File: src/hw/rtl/dtc_pkg.sv
`timescale 1ns / 1ps

package dtc_pkg;

  // Width of a request mode and a trouble code.
  localparam int unsigned ModeW = 3;
  localparam int unsigned CodeW = 24;

  // Request modes.
  localparam logic [ModeW-1:0] MODE_TEST_RESULT = 3'd0;
  localparam logic [ModeW-1:0] MODE_CLEAR_ONE   = 3'd1;
  localparam logic [ModeW-1:0] MODE_CLEAR_ALL   = 3'd2;
  localparam logic [ModeW-1:0] MODE_REPORT_MASK = 3'd3;
  localparam logic [ModeW-1:0] MODE_REPORT_SUPP = 3'd4;

  // Result codes.
  localparam logic [1:0] RC_OK    = 2'd0;
  localparam logic [1:0] RC_MISS  = 2'd1;
  localparam logic [1:0] RC_FULL  = 2'd2;
  localparam logic [1:0] RC_EMPTY = 2'd3;

  // Status byte values and bits.
  localparam logic [7:0] STAT_NEW       = 8'h07;
  localparam logic [7:0] STAT_FAIL_BITS = 8'h03;
  localparam logic [7:0] STAT_FAILED    = 8'h01;
  localparam logic [7:0] STAT_CONFIRMED = 8'h08;
  localparam logic [7:0] STAT_CLEARED   = 8'h10;

  localparam logic [7:0] COUNT_MAX     = 8'hFF;
  localparam logic [7:0] CONFIRM_RESET = 8'd3;

  // Results given for one report at most, and the width of their counter.
  localparam int unsigned MaxResults = 16;
  localparam int unsigned TakenW     = $clog2(MaxResults + 1);

  typedef struct packed {
    logic [CodeW-1:0] code;
    logic [7:0]       status;
    logic [1:0]       wheel;
    logic [7:0]       count;
  } entry_t;

  typedef struct packed {
    logic             occ;
    entry_t           entry;
  } tbl_rd_t;

  typedef struct packed {
    logic [ModeW-1:0] mode;
    logic [CodeW-1:0] dtc_number;
    logic             test_failed;
    logic [1:0]       wheel;
    logic [7:0]       status_mask;
  } dtc_req_t;

  typedef struct packed {
    logic [1:0]       result_code;
    logic [CodeW-1:0] entry_code;
    logic [7:0]       entry_status;
    logic [1:0]       entry_wheel;
    logic [7:0]       entry_count;
    logic             last;
  } dtc_rsp_t;

  typedef enum logic [1:0] {
    S_IDLE,
    S_SCAN,
    S_FINISH
  } state_e;

endpackage

File: src/hw/rtl/diagnostic_trouble_code_table.sv
`timescale 1ns / 1ps
// A new request is taken only in the idle state, once the final result of the last
// one has entered the output register. The sweep reads one table slot per cycle
// through a single port; it stalls while a report result must wait for the output
// register, and the request stretches by that stall.
// Reset: the table is empty (per-slot valid bits clear at once), the threshold
// returns to 3, and no result is pending.

module diagnostic_trouble_code_table import dtc_pkg::*; #(
  parameter int unsigned TABLE_DEPTH = 16
) (
  input  logic       clk_i,
  input  logic       rst_ni,
  input  logic       in_valid_i,
  output logic       in_ready_o,
  input  dtc_req_t   in_data_i,
  output logic       out_valid_o,
  input  logic       out_ready_i,
  output dtc_rsp_t   out_data_o,
  input  logic       cfg_we_i,
  input  logic [7:0] cfg_wdata_i
);

  // One index bit at least, so that a single-slot table still elaborates.
  localparam int unsigned IdxW = (TABLE_DEPTH > 1) ? $clog2(TABLE_DEPTH) : 1;

  // The confirm threshold is written directly; the user must change it only while the
  // block is idle (the block does not enforce this), as the sequencer has no shadow copy.
  logic [7:0] confirm_threshold_q;

  always_ff @(posedge clk_i or negedge rst_ni) begin
    if (!rst_ni) begin
      confirm_threshold_q <= CONFIRM_RESET;
    end else if (cfg_we_i) begin
      confirm_threshold_q <= cfg_wdata_i;
    end
  end

  logic            rd_en;
  logic [IdxW-1:0] rd_idx;
  tbl_rd_t         rd_data;
  logic            wr_en;
  logic [IdxW-1:0] wr_idx;
  entry_t          wr_entry;

  // The sequencer sweeps every slot once per request. For test results and
  // clear-one it notes the first slot holding the code and the first empty
  // slot, then writes the updated entry in a final step. Clear-all rewrites
  // occupied slots during the sweep itself. Reports pass matching entries
  // out in slot order, one result per transfer, and stall the sweep while
  // the output register is still occupied.
  dtc_seq #(
    .TABLE_DEPTH (TABLE_DEPTH),
    .IDX_W       (IdxW)
  ) u_seq (
    .clk_i               (clk_i),
    .rst_ni              (rst_ni),
    .in_valid_i          (in_valid_i),
    .in_ready_o          (in_ready_o),
    .in_data_i           (in_data_i),
    .out_valid_o         (out_valid_o),
    .out_ready_i         (out_ready_i),
    .out_data_o          (out_data_o),
    .confirm_threshold_i (confirm_threshold_q),
    .rd_en_o             (rd_en),
    .rd_idx_o            (rd_idx),
    .rd_data_i           (rd_data),
    .wr_en_o             (wr_en),
    .wr_idx_o            (wr_idx),
    .wr_entry_o          (wr_entry)
  );

  // Slot storage: one read and one write port, registered read data.
  dtc_table #(
    .TABLE_DEPTH (TABLE_DEPTH),
    .IDX_W       (IdxW)
  ) u_table (
    .clk_i      (clk_i),
    .rst_ni     (rst_ni),
    .rd_en_i    (rd_en),
    .rd_idx_i   (rd_idx),
    .rd_data_o  (rd_data),
    .wr_en_i    (wr_en),
    .wr_idx_i   (wr_idx),
    .wr_entry_i (wr_entry)
  );

endmodule

File: src/hw/rtl/dtc_table.sv
`timescale 1ns / 1ps

module dtc_table import dtc_pkg::*; #(
  parameter int unsigned TABLE_DEPTH = 16,
  parameter int unsigned IDX_W       = 4
) (
  input  logic             clk_i,
  input  logic             rst_ni,
  input  logic             rd_en_i,
  input  logic [IDX_W-1:0] rd_idx_i,
  output tbl_rd_t          rd_data_o,
  input  logic             wr_en_i,
  input  logic [IDX_W-1:0] wr_idx_i,
  input  entry_t           wr_entry_i
);

  // Entry storage. Every slot that is written becomes occupied, so a slot's
  // valid bit doubles as its occupied flag.
  entry_t                 mem [TABLE_DEPTH];
  logic [TABLE_DEPTH-1:0] valid_q;
  entry_t                 rd_entry_q;
  logic                   rd_occ_q;

  always_ff @(posedge clk_i) begin
    if (wr_en_i) begin
      mem[wr_idx_i] <= wr_entry_i;
    end
    if (rd_en_i) begin
      rd_entry_q <= mem[rd_idx_i];
    end
  end

  always_ff @(posedge clk_i or negedge rst_ni) begin
    if (!rst_ni) begin
      valid_q  <= '0;
      rd_occ_q <= 1'b0;
    end else begin
      if (wr_en_i) begin
        valid_q[wr_idx_i] <= 1'b1;
      end
      if (rd_en_i) begin
        rd_occ_q <= valid_q[rd_idx_i];
      end
    end
  end

  assign rd_data_o.occ   = rd_occ_q;
  assign rd_data_o.entry = rd_occ_q ? rd_entry_q : '0;

endmodule

File: src/hw/rtl/dtc_seq.sv
`timescale 1ns / 1ps

module dtc_seq import dtc_pkg::*; #(
  parameter int unsigned TABLE_DEPTH = 16,
  parameter int unsigned IDX_W       = 4
) (
  input  logic             clk_i,
  input  logic             rst_ni,
  input  logic             in_valid_i,
  output logic             in_ready_o,
  input  dtc_req_t         in_data_i,
  output logic             out_valid_o,
  input  logic             out_ready_i,
  output dtc_rsp_t         out_data_o,
  input  logic [7:0]       confirm_threshold_i,
  output logic             rd_en_o,
  output logic [IDX_W-1:0] rd_idx_o,
  input  tbl_rd_t          rd_data_i,
  output logic             wr_en_o,
  output logic [IDX_W-1:0] wr_idx_o,
  output entry_t           wr_entry_o
);

  localparam logic [IDX_W-1:0] LastIdx = IDX_W'(TABLE_DEPTH - 1);

  state_e            state_q, state_d;
  dtc_req_t          req_q;
  logic [IDX_W-1:0]  ptr_q, ptr_d;
  logic              iss_done_q, iss_done_d;
  logic              chk_vld_q, chk_vld_d;
  logic [IDX_W-1:0]  chk_idx_q, chk_idx_d;
  logic              hit_found_q, hit_found_d;
  logic [IDX_W-1:0]  hit_idx_q, hit_idx_d;
  entry_t            hit_ent_q, hit_ent_d;
  logic              free_found_q, free_found_d;
  logic [IDX_W-1:0]  free_idx_q, free_idx_d;
  logic              pend_vld_q, pend_vld_d;
  dtc_rsp_t          pend_q, pend_d;
  logic [TakenW-1:0] taken_q, taken_d;
  logic              out_vld_q, out_vld_d;
  dtc_rsp_t          out_q, out_d;

  logic      accept;
  logic      out_free;
  logic      is_report;
  logic      rpt_match;
  logic      stall;
  logic      chk_go;
  logic      scan_end;
  logic      fin_fire;
  logic      fin_wr;
  logic      clr_wr;
  dtc_rsp_t  rpt_rsp;
  dtc_rsp_t  fin_rsp;
  entry_t    fin_ent;
  logic [IDX_W-1:0] fin_idx;
  logic [7:0] inc_count;
  entry_t    clr_ent;

  assign out_free  = !out_vld_q || out_ready_i;
  assign is_report = (req_q.mode == MODE_REPORT_MASK) || (req_q.mode == MODE_REPORT_SUPP);

  // A report match is held in a pending register until the next one shows
  // up, so that the final result can be marked as last.
  assign rpt_match = chk_vld_q && rd_data_i.occ && is_report &&
                     ((req_q.mode == MODE_REPORT_SUPP) ||
                      ((rd_data_i.entry.status & req_q.status_mask) != 8'h00)) &&
                     (taken_q < TakenW'(MaxResults));
  assign stall    = rpt_match && pend_vld_q && !out_free;
  assign chk_go   = chk_vld_q && !stall;
  assign scan_end = (state_q == S_SCAN) && chk_go && (chk_idx_q == LastIdx);
  assign fin_fire = (state_q == S_FINISH) && out_free;

  assign rpt_rsp = '{result_code:  RC_OK,
                     entry_code:   rd_data_i.entry.code,
                     entry_status: rd_data_i.entry.status,
                     entry_wheel:  rd_data_i.entry.wheel,
                     entry_count:  rd_data_i.entry.count,
                     last:         1'b0};

  assign inc_count = (hit_ent_q.count != COUNT_MAX) ? hit_ent_q.count + 8'd1
                                                     : hit_ent_q.count;

  // Clear-all rewrites each occupied slot as the sweep passes it.
  assign clr_wr = (state_q == S_SCAN) && chk_vld_q && rd_data_i.occ &&
                  (req_q.mode == MODE_CLEAR_ALL);
  always_comb begin
    clr_ent        = rd_data_i.entry;
    clr_ent.status = STAT_CLEARED;
  end

  // Final action of an item, taken once the sweep is over.
  always_comb begin
    fin_rsp             = '0;
    fin_rsp.result_code = RC_MISS;
    fin_rsp.last        = 1'b1;
    fin_wr              = 1'b0;
    fin_idx             = hit_idx_q;
    fin_ent             = hit_ent_q;
    unique case (req_q.mode)
      MODE_TEST_RESULT: begin
        if (req_q.dtc_number != '0) begin
          if (hit_found_q) begin
            if (req_q.test_failed) begin
              fin_ent.status = hit_ent_q.status | STAT_FAIL_BITS;
              fin_ent.count  = inc_count;
              if (inc_count >= confirm_threshold_i) begin
                fin_ent.status = hit_ent_q.status | STAT_FAIL_BITS | STAT_CONFIRMED;
              end
            end else begin
              fin_ent.status = hit_ent_q.status & ~STAT_FAILED;
            end
            fin_wr              = 1'b1;
            fin_rsp.result_code = RC_OK;
          end else if (req_q.test_failed) begin
            if (free_found_q) begin
              fin_idx             = free_idx_q;
              fin_ent.code        = req_q.dtc_number;
              fin_ent.status      = STAT_NEW;
              fin_ent.wheel       = req_q.wheel;
              fin_ent.count       = 8'd1;
              fin_wr              = 1'b1;
              fin_rsp.result_code = RC_OK;
            end else begin
              fin_rsp.result_code = RC_FULL;
            end
          end
        end
      end
      MODE_CLEAR_ONE: begin
        if ((req_q.dtc_number != '0) && hit_found_q) begin
          fin_ent.status      = STAT_CLEARED;
          fin_wr              = 1'b1;
          fin_rsp.result_code = RC_OK;
        end
      end
      MODE_CLEAR_ALL: begin
        fin_rsp.result_code = RC_OK;
      end
      MODE_REPORT_MASK, MODE_REPORT_SUPP: begin
        if (pend_vld_q) begin
          fin_rsp      = pend_q;
          fin_rsp.last = 1'b1;
        end else begin
          fin_rsp.result_code = RC_EMPTY;
        end
      end
      default: begin
        fin_rsp.result_code = RC_MISS;
      end
    endcase
    if (fin_wr) begin
      fin_rsp.entry_code   = fin_ent.code;
      fin_rsp.entry_status = fin_ent.status;
      fin_rsp.entry_wheel  = fin_ent.wheel;
      fin_rsp.entry_count  = fin_ent.count;
    end
  end

  // Next state.
  always_comb begin
    state_d = state_q;
    unique case (state_q)
      S_IDLE:   if (in_valid_i) state_d = S_SCAN;
      S_SCAN:   if (scan_end) state_d = S_FINISH;
      S_FINISH: if (out_free) state_d = S_IDLE;
      default:  state_d = S_IDLE;
    endcase
  end

  // Sequencer outputs and datapath updates.
  always_comb begin
    accept       = (state_q == S_IDLE) && in_valid_i;
    rd_en_o      = (state_q == S_SCAN) && !iss_done_q && !stall;
    rd_idx_o     = ptr_q;
    wr_en_o      = clr_wr || (fin_fire && fin_wr);
    wr_idx_o     = clr_wr ? chk_idx_q : fin_idx;
    wr_entry_o   = clr_wr ? clr_ent : fin_ent;

    ptr_d        = ptr_q;
    iss_done_d   = iss_done_q;
    chk_vld_d    = stall ? chk_vld_q : rd_en_o;
    chk_idx_d    = rd_en_o ? ptr_q : chk_idx_q;
    hit_found_d  = hit_found_q;
    hit_idx_d    = hit_idx_q;
    hit_ent_d    = hit_ent_q;
    free_found_d = free_found_q;
    free_idx_d   = free_idx_q;
    pend_vld_d   = pend_vld_q;
    pend_d       = pend_q;
    taken_d      = taken_q;
    out_vld_d    = out_vld_q && !out_ready_i;
    out_d        = out_q;

    if (accept) begin
      ptr_d        = '0;
      iss_done_d   = 1'b0;
      hit_found_d  = 1'b0;
      free_found_d = 1'b0;
      pend_vld_d   = 1'b0;
      taken_d      = '0;
    end

    if (rd_en_o) begin
      if (ptr_q == LastIdx) begin
        iss_done_d = 1'b1;
      end else begin
        ptr_d = ptr_q + IDX_W'(1);
      end
    end

    if ((state_q == S_SCAN) && chk_go) begin
      if (rd_data_i.occ && !hit_found_q &&
          (rd_data_i.entry.code == req_q.dtc_number)) begin
        hit_found_d = 1'b1;
        hit_idx_d   = chk_idx_q;
        hit_ent_d   = rd_data_i.entry;
      end
      if (!rd_data_i.occ && !free_found_q) begin
        free_found_d = 1'b1;
        free_idx_d   = chk_idx_q;
      end
      if (rpt_match) begin
        taken_d    = taken_q + TakenW'(1);
        pend_vld_d = 1'b1;
        pend_d     = rpt_rsp;
        if (pend_vld_q) begin
          out_vld_d = 1'b1;
          out_d     = pend_q;
        end
      end
    end

    if (fin_fire) begin
      out_vld_d  = 1'b1;
      out_d      = fin_rsp;
      pend_vld_d = 1'b0;
    end
  end

  always_ff @(posedge clk_i or negedge rst_ni) begin
    if (!rst_ni) begin
      state_q      <= S_IDLE;
      iss_done_q   <= 1'b0;
      chk_vld_q    <= 1'b0;
      hit_found_q  <= 1'b0;
      free_found_q <= 1'b0;
      pend_vld_q   <= 1'b0;
      taken_q      <= '0;
      out_vld_q    <= 1'b0;
      ptr_q        <= '0;
    end else begin
      state_q      <= state_d;
      iss_done_q   <= iss_done_d;
      chk_vld_q    <= chk_vld_d;
      hit_found_q  <= hit_found_d;
      free_found_q <= free_found_d;
      pend_vld_q   <= pend_vld_d;
      taken_q      <= taken_d;
      out_vld_q    <= out_vld_d;
      ptr_q        <= ptr_d;
    end
  end

  always_ff @(posedge clk_i) begin
    if (accept) begin
      req_q <= in_data_i;
    end
    chk_idx_q  <= chk_idx_d;
    hit_idx_q  <= hit_idx_d;
    hit_ent_q  <= hit_ent_d;
    free_idx_q <= free_idx_d;
    pend_q     <= pend_d;
    out_q      <= out_d;
  end

  assign in_ready_o  = (state_q == S_IDLE);
  assign out_valid_o = out_vld_q;
  assign out_data_o  = out_q;

endmodule

File: config.mk
export PLATFORM = sky130hd
export DESIGN_NAME = diagnostic_trouble_code_table
export DESIGN_NICKNAME = d
export VERILOG_FILES = /design/src/hw/rtl/dtc_pkg.sv /design/src/hw/rtl/diagnostic_trouble_code_table.sv /design/src/hw/rtl/dtc_table.sv /design/src/hw/rtl/dtc_seq.sv
export SDC_FILE = /design/constraint.sdc
export NUM_CORES = 1
export LEC_CHECK = 0
export ABC_AREA = 0
export ABC_CLOCK_PERIOD_IN_PS = 12900
export BUFFER_PORTS_ARGS = -buffer_cell sky130_fd_sc_hd__buf_2
export CAP_MARGIN = 20
export CORE_ASPECT_RATIO = 0.8
export CORE_MARGIN = 3
export CORE_UTILIZATION = 35
export CTS_BUF_LIST = sky130_fd_sc_hd__clkbuf_8 sky130_fd_sc_hd__clkbuf_16
export DETAILED_ROUTE_END_ITERATION = 10
export PLACE_DENSITY = 0.49
export SYNTH_ARGS = -nofsm -noshare
export SYNTH_HDL_FRONTEND = slang
export SYNTH_SLANG_ARGS = --single-unit
export TNS_END_PERCENT = 100
File: constraint.sdc
create_clock -name clk_i -period 12.9 [get_ports clk_i]
set_input_delay 3.87 -clock clk_i [delete_from_list [all_inputs] [get_ports clk_i]]
set_output_delay 3.87 -clock clk_i [all_outputs]
set_load 0.005 [all_outputs]
==> flow_summary.yaml, run 1 <==
outcome:
  status: "finished, final reports clean"
power:
  peakVddDrop_mv: 0.107
  p_total_uw: 6110
  p_per_area_mw_per_mm2: 144
  p_leak_uw: 0.0156
floorplan:
  die_w_um: 367
  core_area_mm2: 0.103
  fp-row-count: 105
  dieArea_mm2: 0.108
  io_pins: 98
  die_h_um: 295
  start_util_pct: 35.4
worst_hold_path:
  min_from: "u_table.valid_q[0]"
  hold_depth: 1
  hp-class: "flop to flop"
logic_synthesis:
  synth_ff_type: "edfxtp_1"
  synth.cell_area_mm2: 0.0365
  syn_avg_cell_area_um2: 20.3
  yosys.area.top_type_share_pct: 73.5
  ys_top_cells_by_area: "edfxtp_1, mux4_2, dfrtp_1"
  syn-instance-count: 1799
  ys_warn_count: 0
  synth_edf_count: 893
  synth_top_area_cell: "edfxtp_1"
  synth_cell_types: 71
  async_reset_ff_share_pct: 4.49
  ys_ff_latch: 935
  synth_nets: 1861
  yosysSeqAreaShare_pct: 76.4
route:
  avgViaCountPerCell: 5.19
  drc: 0
  detailedRoute.firstIterationViolations: 1560
  vias: 18000
  ant_nets: 0
  drt-total-wl_mm: 90.6
  dr.pass1.iters: 5
  wl_per_cell_um: 26.2
sta:
  fin_crit_sh_pct: 49.6
  clock-skew-final_ns: 0.0252
  worst_pin_slew_ns: 1.07
  finalSetupViolCount: 0
  setup_tns_ns: 0
  drv_slew: 0
  slew_headroom_pct: 28.2
  rsz0062_at_grt: "no"
  max_freq_mhz: 156
  finalHoldViolations: 0
  post-route-min-period_ns: 6.39
grt:
  overflow: 0
  track_usage_pct: 16.8
  antenna_found_initial: 4
  grt_pass1_wl_mm: 132
  grt_pass1_vias: 18500
  grt_max_degree: 130
finish:
  utilization_pct: 41.1
  seqCellArea_mm2: 0.0279
  nets: 2048
  multi_input_area_mm2: 0.00835
  diodes: 0
  n_fill_cell: 9121
  area_delta_synth_final_pct: 16.2
  fin_area_mm2: 0.0424
  drive_gt1_share_pct: 27.5
placement:
  place_area_mm2: 0.0390
  io_buffers: 97
  place_hpwl_mm: 53.3
  gp_congestion: 0.774
setup_path:
  r2r_cells: 8
  cp.required_ns: 13.21
  crit_type: "input pin to flop"
  cp.arrival_ns: 6.71
  cp-end-kind: "flop"
  reg2reg_from: "u_seq.req_q[12]"
  cp-start-kind: "input pin"
  cp_max_fo: 22
  crit_start: "out_ready_i"
cts:
  cts_tree: "done"
  insertion_delay_ns: 0.66
  cts_sinks: 935
  cts_setup_buffers: 0
  cts_root_buf: "clkbuf_16"
  htree_levels: 3
  clkTransAtPathRegs_ns: 0.06
  ctsResizeCount: 0
  cts_inserted_buffers: 97
  holdBufCountCts: 0
  clock_path_buffers: 3
run:
  maxCapViolCount: 0
[layout make-up]
cell class	instances	area share, %
Sequential cell	935	65.8
Clock buffer	99	5.85
Multi-Input combinational cell	761	19.7
Tap cell	1391	4.11
Timing Repair Buffer	169	2.56
Inverter	22	0.195
Clock inverter	81	1.77
[worst max-delay path, cell delays in order]
cell and delay, ns:
buf_2 0.10, nand2b_1 0.20, o2111a_1 0.34, o21ai_4 0.16, o21ai_0 0.39, a22oi_2 0.29
nor2_4 0.83, buf_4 0.49
[metal layers]
| metal | GRT usage (%) | vias up | part of all wire, % |
|---|---|---|---|
| met5 | 0 | - | 0.028 |
| met4 | 4.09 | 4 | 1.9 |
| met3 | 2.74 | 115 | 4.8 |
| met2 | 25.7 | 474 | 45 |
| met1 | 25.2 | 9617 | 48 |
| li1 | - | 7750 | - |
[stage by stage]
step / hold slack, ns / setup WS, ns / std cells
CTS: 0.477 / 6.47 / 3441
finish: 0.476 / 6.51 / 3458
global placement: 0.454 / 5.84 / 3253
floorplan: 0.438 / 5.39 / 1799
global route: 0.494 / 6.33 / 3458
detailed placement: 0.457 / 5.69 / 3261
[registers in the layout (all words and copies together), names as in the netlist, 5 cells and up]
name and cells:
confirm_threshold_q 8, u_table.rd_entry_q 42, u_seq.hit_ent_q 42, u_seq.out_data_o 45
u_seq.pend_q 42, u_table.mem 672, u_table.valid_q 16, u_seq.req_q 38
u_seq.taken_q 5
[where the power goes]
part	leakage, uW	internal [uW]	switching, uW	total (uW)
registers	0.0104	3280	0.770	3280
logic	0.00351	8.57	10.9	19.5
clock network	0.00167	1640	1170	2810
total	0.0156	4930	1180	6110
[cell usage in the layout (no fill, tap or decap), drive strengths merged, types with 12 or more instances in the layout]
cell type | Yosys | routed
o21ai | 73 | 73
and2 | 43 | 43
inv | 22 | 50
nand2 | 79 | 79
o21bai | 16 | 16
nand4 | 12 | 12
nor2 | 80 | 80
a21oi | 47 | 47
bufinv | 0 | 12
clkbuf | 52 | 99
nand3 | 12 | 12
mux4 | 215 | 215
edfxtp | 893 | 893
dfrtp | 40 | 40
mux2i | 28 | 28
buf | 29 | 169
clkinv | 0 | 38
[synth_stat cells (3+ instances only)]
master      n
edfxtp_1  893
mux4_2    215
nor2_1     80
nand2_1    79
o21ai_0    64
clkbuf_1   52
a21oi_1    47
and2_1     43
dfrtp_1    40
mux2i_1    28
buf_2      23
inv_1      21
o21bai_1   16
nand3_1    12
nand4_1    12
ha_1       11
nor2b_1    11
xnor2_1    11
a22oi_1    10
o21ai_1     9
xor2_1      9
nand3b_1    8
a22o_1      6
nor3_1      6
a31oi_1     5
nor3b_1     5
nor4_1      5
o22ai_1     5
and3_1      4
mux2_2      4
nand2b_1    4
o32a_1      4
a211o_1     3
a21o_1      3
and3b_1     3
buf_1       3
or2_2       3
[kinds of logic (layout without fill, tap and decap cells)]
kind of cell / count (synthesis) / count (layout) / synth area share (%)
buf+inv: 103 / 371 / 1.19
xor+xnor: 20 / 20 / 0.480
mux: 248 / 248 / 14.2
flops: 935 / 935 / 76.4
compound gates: 195 / 195 / 3.41
fa+ha+maj: 11 / 11 / 0.377
simple gates: 287 / 287 / 3.92
[worst paths after layout]
check | slack, ns | end
setup / recovery | 6.51 | u_table.mem[8][37]
hold / removal | 0.48 | u_table.valid_q[0]
setup reg to reg | 7.38 | u_table.mem[2][16]
hold reg to reg | 0.48 | u_table.valid_q[0]
max in group asynchronous | 9.19 | u_seq.rd_idx_o[2]
min in group asynchronous | 3.20 | u_seq.state_q[1]
Power figures use the tool's default switching activity.
==> inputs of run 2 (changes only) <==
--- a/config.mk
+++ b/config.mk
@@ -5,8 +5,8 @@
 export SDC_FILE = /design/constraint.sdc
 export NUM_CORES = 1
 export LEC_CHECK = 0
-export ABC_AREA = 0
-export ABC_CLOCK_PERIOD_IN_PS = 12900
+export ABC_AREA = 1
+export ABC_CLOCK_PERIOD_IN_PS = 5350
 export BUFFER_PORTS_ARGS = -buffer_cell sky130_fd_sc_hd__buf_2
 export CAP_MARGIN = 20
 export CORE_ASPECT_RATIO = 0.8
@@ -14,7 +14,7 @@
 export CORE_UTILIZATION = 35
 export CTS_BUF_LIST = sky130_fd_sc_hd__clkbuf_8 sky130_fd_sc_hd__clkbuf_16
 export DETAILED_ROUTE_END_ITERATION = 10
-export PLACE_DENSITY = 0.49
+export PLACE_DENSITY = 0.51
 export SYNTH_ARGS = -nofsm -noshare
 export SYNTH_HDL_FRONTEND = slang
 export SYNTH_SLANG_ARGS = --single-unit
==> constraint.sdc (replaced) <==
create_clock -name clk_i -period 5.35 [get_ports clk_i]
set_input_delay 1.605 -clock clk_i [delete_from_list [all_inputs] [get_ports clk_i]]
set_output_delay 1.605 -clock clk_i [all_outputs]
set_load 0.005 [all_outputs]
==> flow_summary.yaml, run 2 <==
route:
  drt-total-wl_mm: 101
  ant_nets: 0
  vias: 23800
  wl_per_cell_um: 22.1
  drc: 0
  avgViaCountPerCell: 5.20
  detailedRoute.firstIterationViolations: 2261
  dr.pass1.iters: 5
outcome:
  status: "finished, final reports clean"
sta:
  setup_tns_ns: 0
  clock-skew-final_ns: 0.0183
  post-route-min-period_ns: 3.80
  finalHoldViolations: 0
  layout_setup_ws_ns: 1.55
  finalSetupViolCount: 0
  fin_crit_sh_pct: 71.0
  whs_ns: 0.452
  drv_slew: 0
  slew_headroom_pct: 26.2
  worst_pin_slew_ns: 1.10
  max_freq_mhz: 263
  rsz0062_at_grt: "no"
placement:
  io_buffers: 97
  place_ws_ns: 1.04
  gp_congestion: 0.816
  place_hpwl_mm: 59.1
  placed_cells: 4412
cts:
  cts_inserted_buffers: 89
  holdBufCountCts: 0
  cts_tree: "done"
  ctsResizeCount: 0
  cts_setup_buffers: 0
  htree_levels: 3
  clkTransAtPathRegs_ns: 0.06
  insertion_delay_ns: 0.67
  cts_root_buf: "clkbuf_16"
  clock_path_buffers: 3
  cts_sinks: 935
finish:
  final_cell_mix: "edfxtp_1, o21ai_0, nor2_1, nand2_1, inv_1"
  top_register: "u_table.mem"
  diodes: 0
  layout_commonest_cell: "edfxtp_1"
  stdcell_count: 4582
  multi_input_area_mm2: 0.00871
  seqCellArea_mm2: 0.0279
  n_fill_cell: 10100
  drive_gt1_share_pct: 12.5
  area_delta_synth_final_pct: 13.4
  nets: 3152
  largest_reg_flops: 672
grt:
  track_usage_pct: 17.7
  antenna_found_initial: 0
  grt_pass1_wl_mm: 150
  overflow: 0
  grt_pass1_vias: 22900
  grt_max_degree: 160
logic_synthesis:
  yosys.area.top_type_share_pct: 70.5
  synthTopCellsByCount: "edfxtp_1, o21ai_0, nor2_1"
  ys_warn_count: 0
  async_reset_ff_share_pct: 4.49
  ys_top_cells_by_area: "edfxtp_1, o21ai_0, nor2_1"
  syn-instance-count: 3001
  synthMostInstantiatedCell: "edfxtp_1"
  synth_top_area_cell: "edfxtp_1"
  yosysSeqAreaShare_pct: 73.3
  synth_edf_count: 893
  synth_ff_type: "edfxtp_1"
  ys_ff_latch: 935
  syn_avg_cell_area_um2: 12.7
  synth_cell_types: 49
  synth_nets: 3063
  synth.cell_area_mm2: 0.0380
floorplan:
  core_area_mm2: 0.107
  start_util_pct: 35.5
  die_h_um: 301
  io_pins: 98
  dieArea_mm2: 0.113
  fp-row-count: 107
  die_w_um: 375
worst_hold_path:
  hp-class: "flop to flop"
  min_from: "u_table.valid_q[1]"
  hold_depth: 2
  hold_end: "u_table.valid_q[1]"
power:
  p_leak_uw: 0.0150
  p_per_area_mw_per_mm2: 493
  peakVddDrop_mv: 0.342
run:
  maxCapViolCount: 0
setup_path:
  cp.arrival_ns: 4.10
  worst_r2r_endpoint: "u_table.mem[15][19]"
  cp-end-kind: "flop"
  cp.required_ns: 5.65
  crit_start: "u_seq.req_q[18]"
  crit_type: "flop to flop"
  reg2reg_slack_ns: 1.55
  r2r_cells: 12
  cp-start-kind: "flop"
  reg2reg_from: "u_seq.req_q[18]"
  cp_max_fo: 28
[run 2: cell types whose count changed after synthesis, moves of 28 or more]
cell | before | now
inv_1 | 21 | 156
mux2i_1 | 28 | 0
o221ai_1 | 0 | 140
o21ai_0 | 64 | 428
o21ai_1 | 9 | 39
mux4_2 | 215 | 0
nand3_1 | 12 | 100
o22ai_1 | 5 | 38
clkbuf_1 | 52 | 119
and2_1 | 43 | 2
nor2_1 | 80 | 394
nand2_1 | 79 | 376
[run 2: power by group]
group / total [uW] / switching [uW] / internal, uW
registers: 9250 / 381 / 8870
logic: 5710 / 4210 / 1500
clock network: 6300 / 2750 / 3550
total: 21300 / 7340 / 13900
[run 2: final cells by class]
cell class | count | area share (%)
Sequential cell | 935 | 64.6
Clock buffer | 94 | 5.45
Timing Repair Buffer | 183 | 2.88
Clock inverter | 72 | 1.20
Inverter | 172 | 1.52
Multi-Input combinational cell | 1709 | 20.2
Tap cell | 1417 | 4.11
[run 2: layer usage]
metal | track usage, % | vias up | part of all wire [%]
met2 | 27.2 | 669 | 45
met4 | 4.11 | 0 | 1.8
met5 | 0 | - | 0
met3 | 3.06 | 113 | 5.7
li1 | - | 11100 | -
met1 | 26.2 | 11900 | 47
[run 2: cells by family after synthesis]
group                      Yosys count  synth area share (%)
adders and majority gates           11                 0.362
DFF                                935                  73.3
AOI/OAI and AO/OA                  740                  11.6
xor gates and xnor gates            19                 0.438
muxes                                1                0.0296
buffers and inverters              357                  3.85
and+or+nand+nor                    938                  10.4
[run 2: stage by stage]
step / power, uW / util (%) / instance area [um2]
6_report: 21300 / 40.3 / 43100
5_1_grt: 22400 / 40.3 / 43100
4_1_cts: 21500 / 40.2 / 43100
3_5_place_dp: 15200 / 37.5 / 40200
3_3_place_gp: 15200 / 37.5 / 40200
2_1_floorplan: 12900 / - / 38000
[run 2: how the worst max path moves through the flow]
stage | to | slack, ns
detailed placement | u_seq.out_data_o[26] | 1.04
finish | u_table.mem[15][19] | 1.55
global route | u_table.mem[15][30] | 1.35
floorplan | u_seq.hit_ent_q[0] | 0.86
global placement | u_seq.out_data_o[30] | 1.06
CTS | u_table.mem[15][19] | 1.58
[run 2: worst max-delay path, cell delays in order (launching register included)]
cell      delay (ns)
edfxtp_1        0.43
nor2_1          0.17
nand2_1         0.07
nor2_1          0.24
nand3_2         0.46
nand3_4         0.37
nand2_1         0.08
nand3_1         0.10
nand2_2         0.10
nor2_8          0.19
nand3_2         0.13
inv_2           0.44
buf_4           0.60
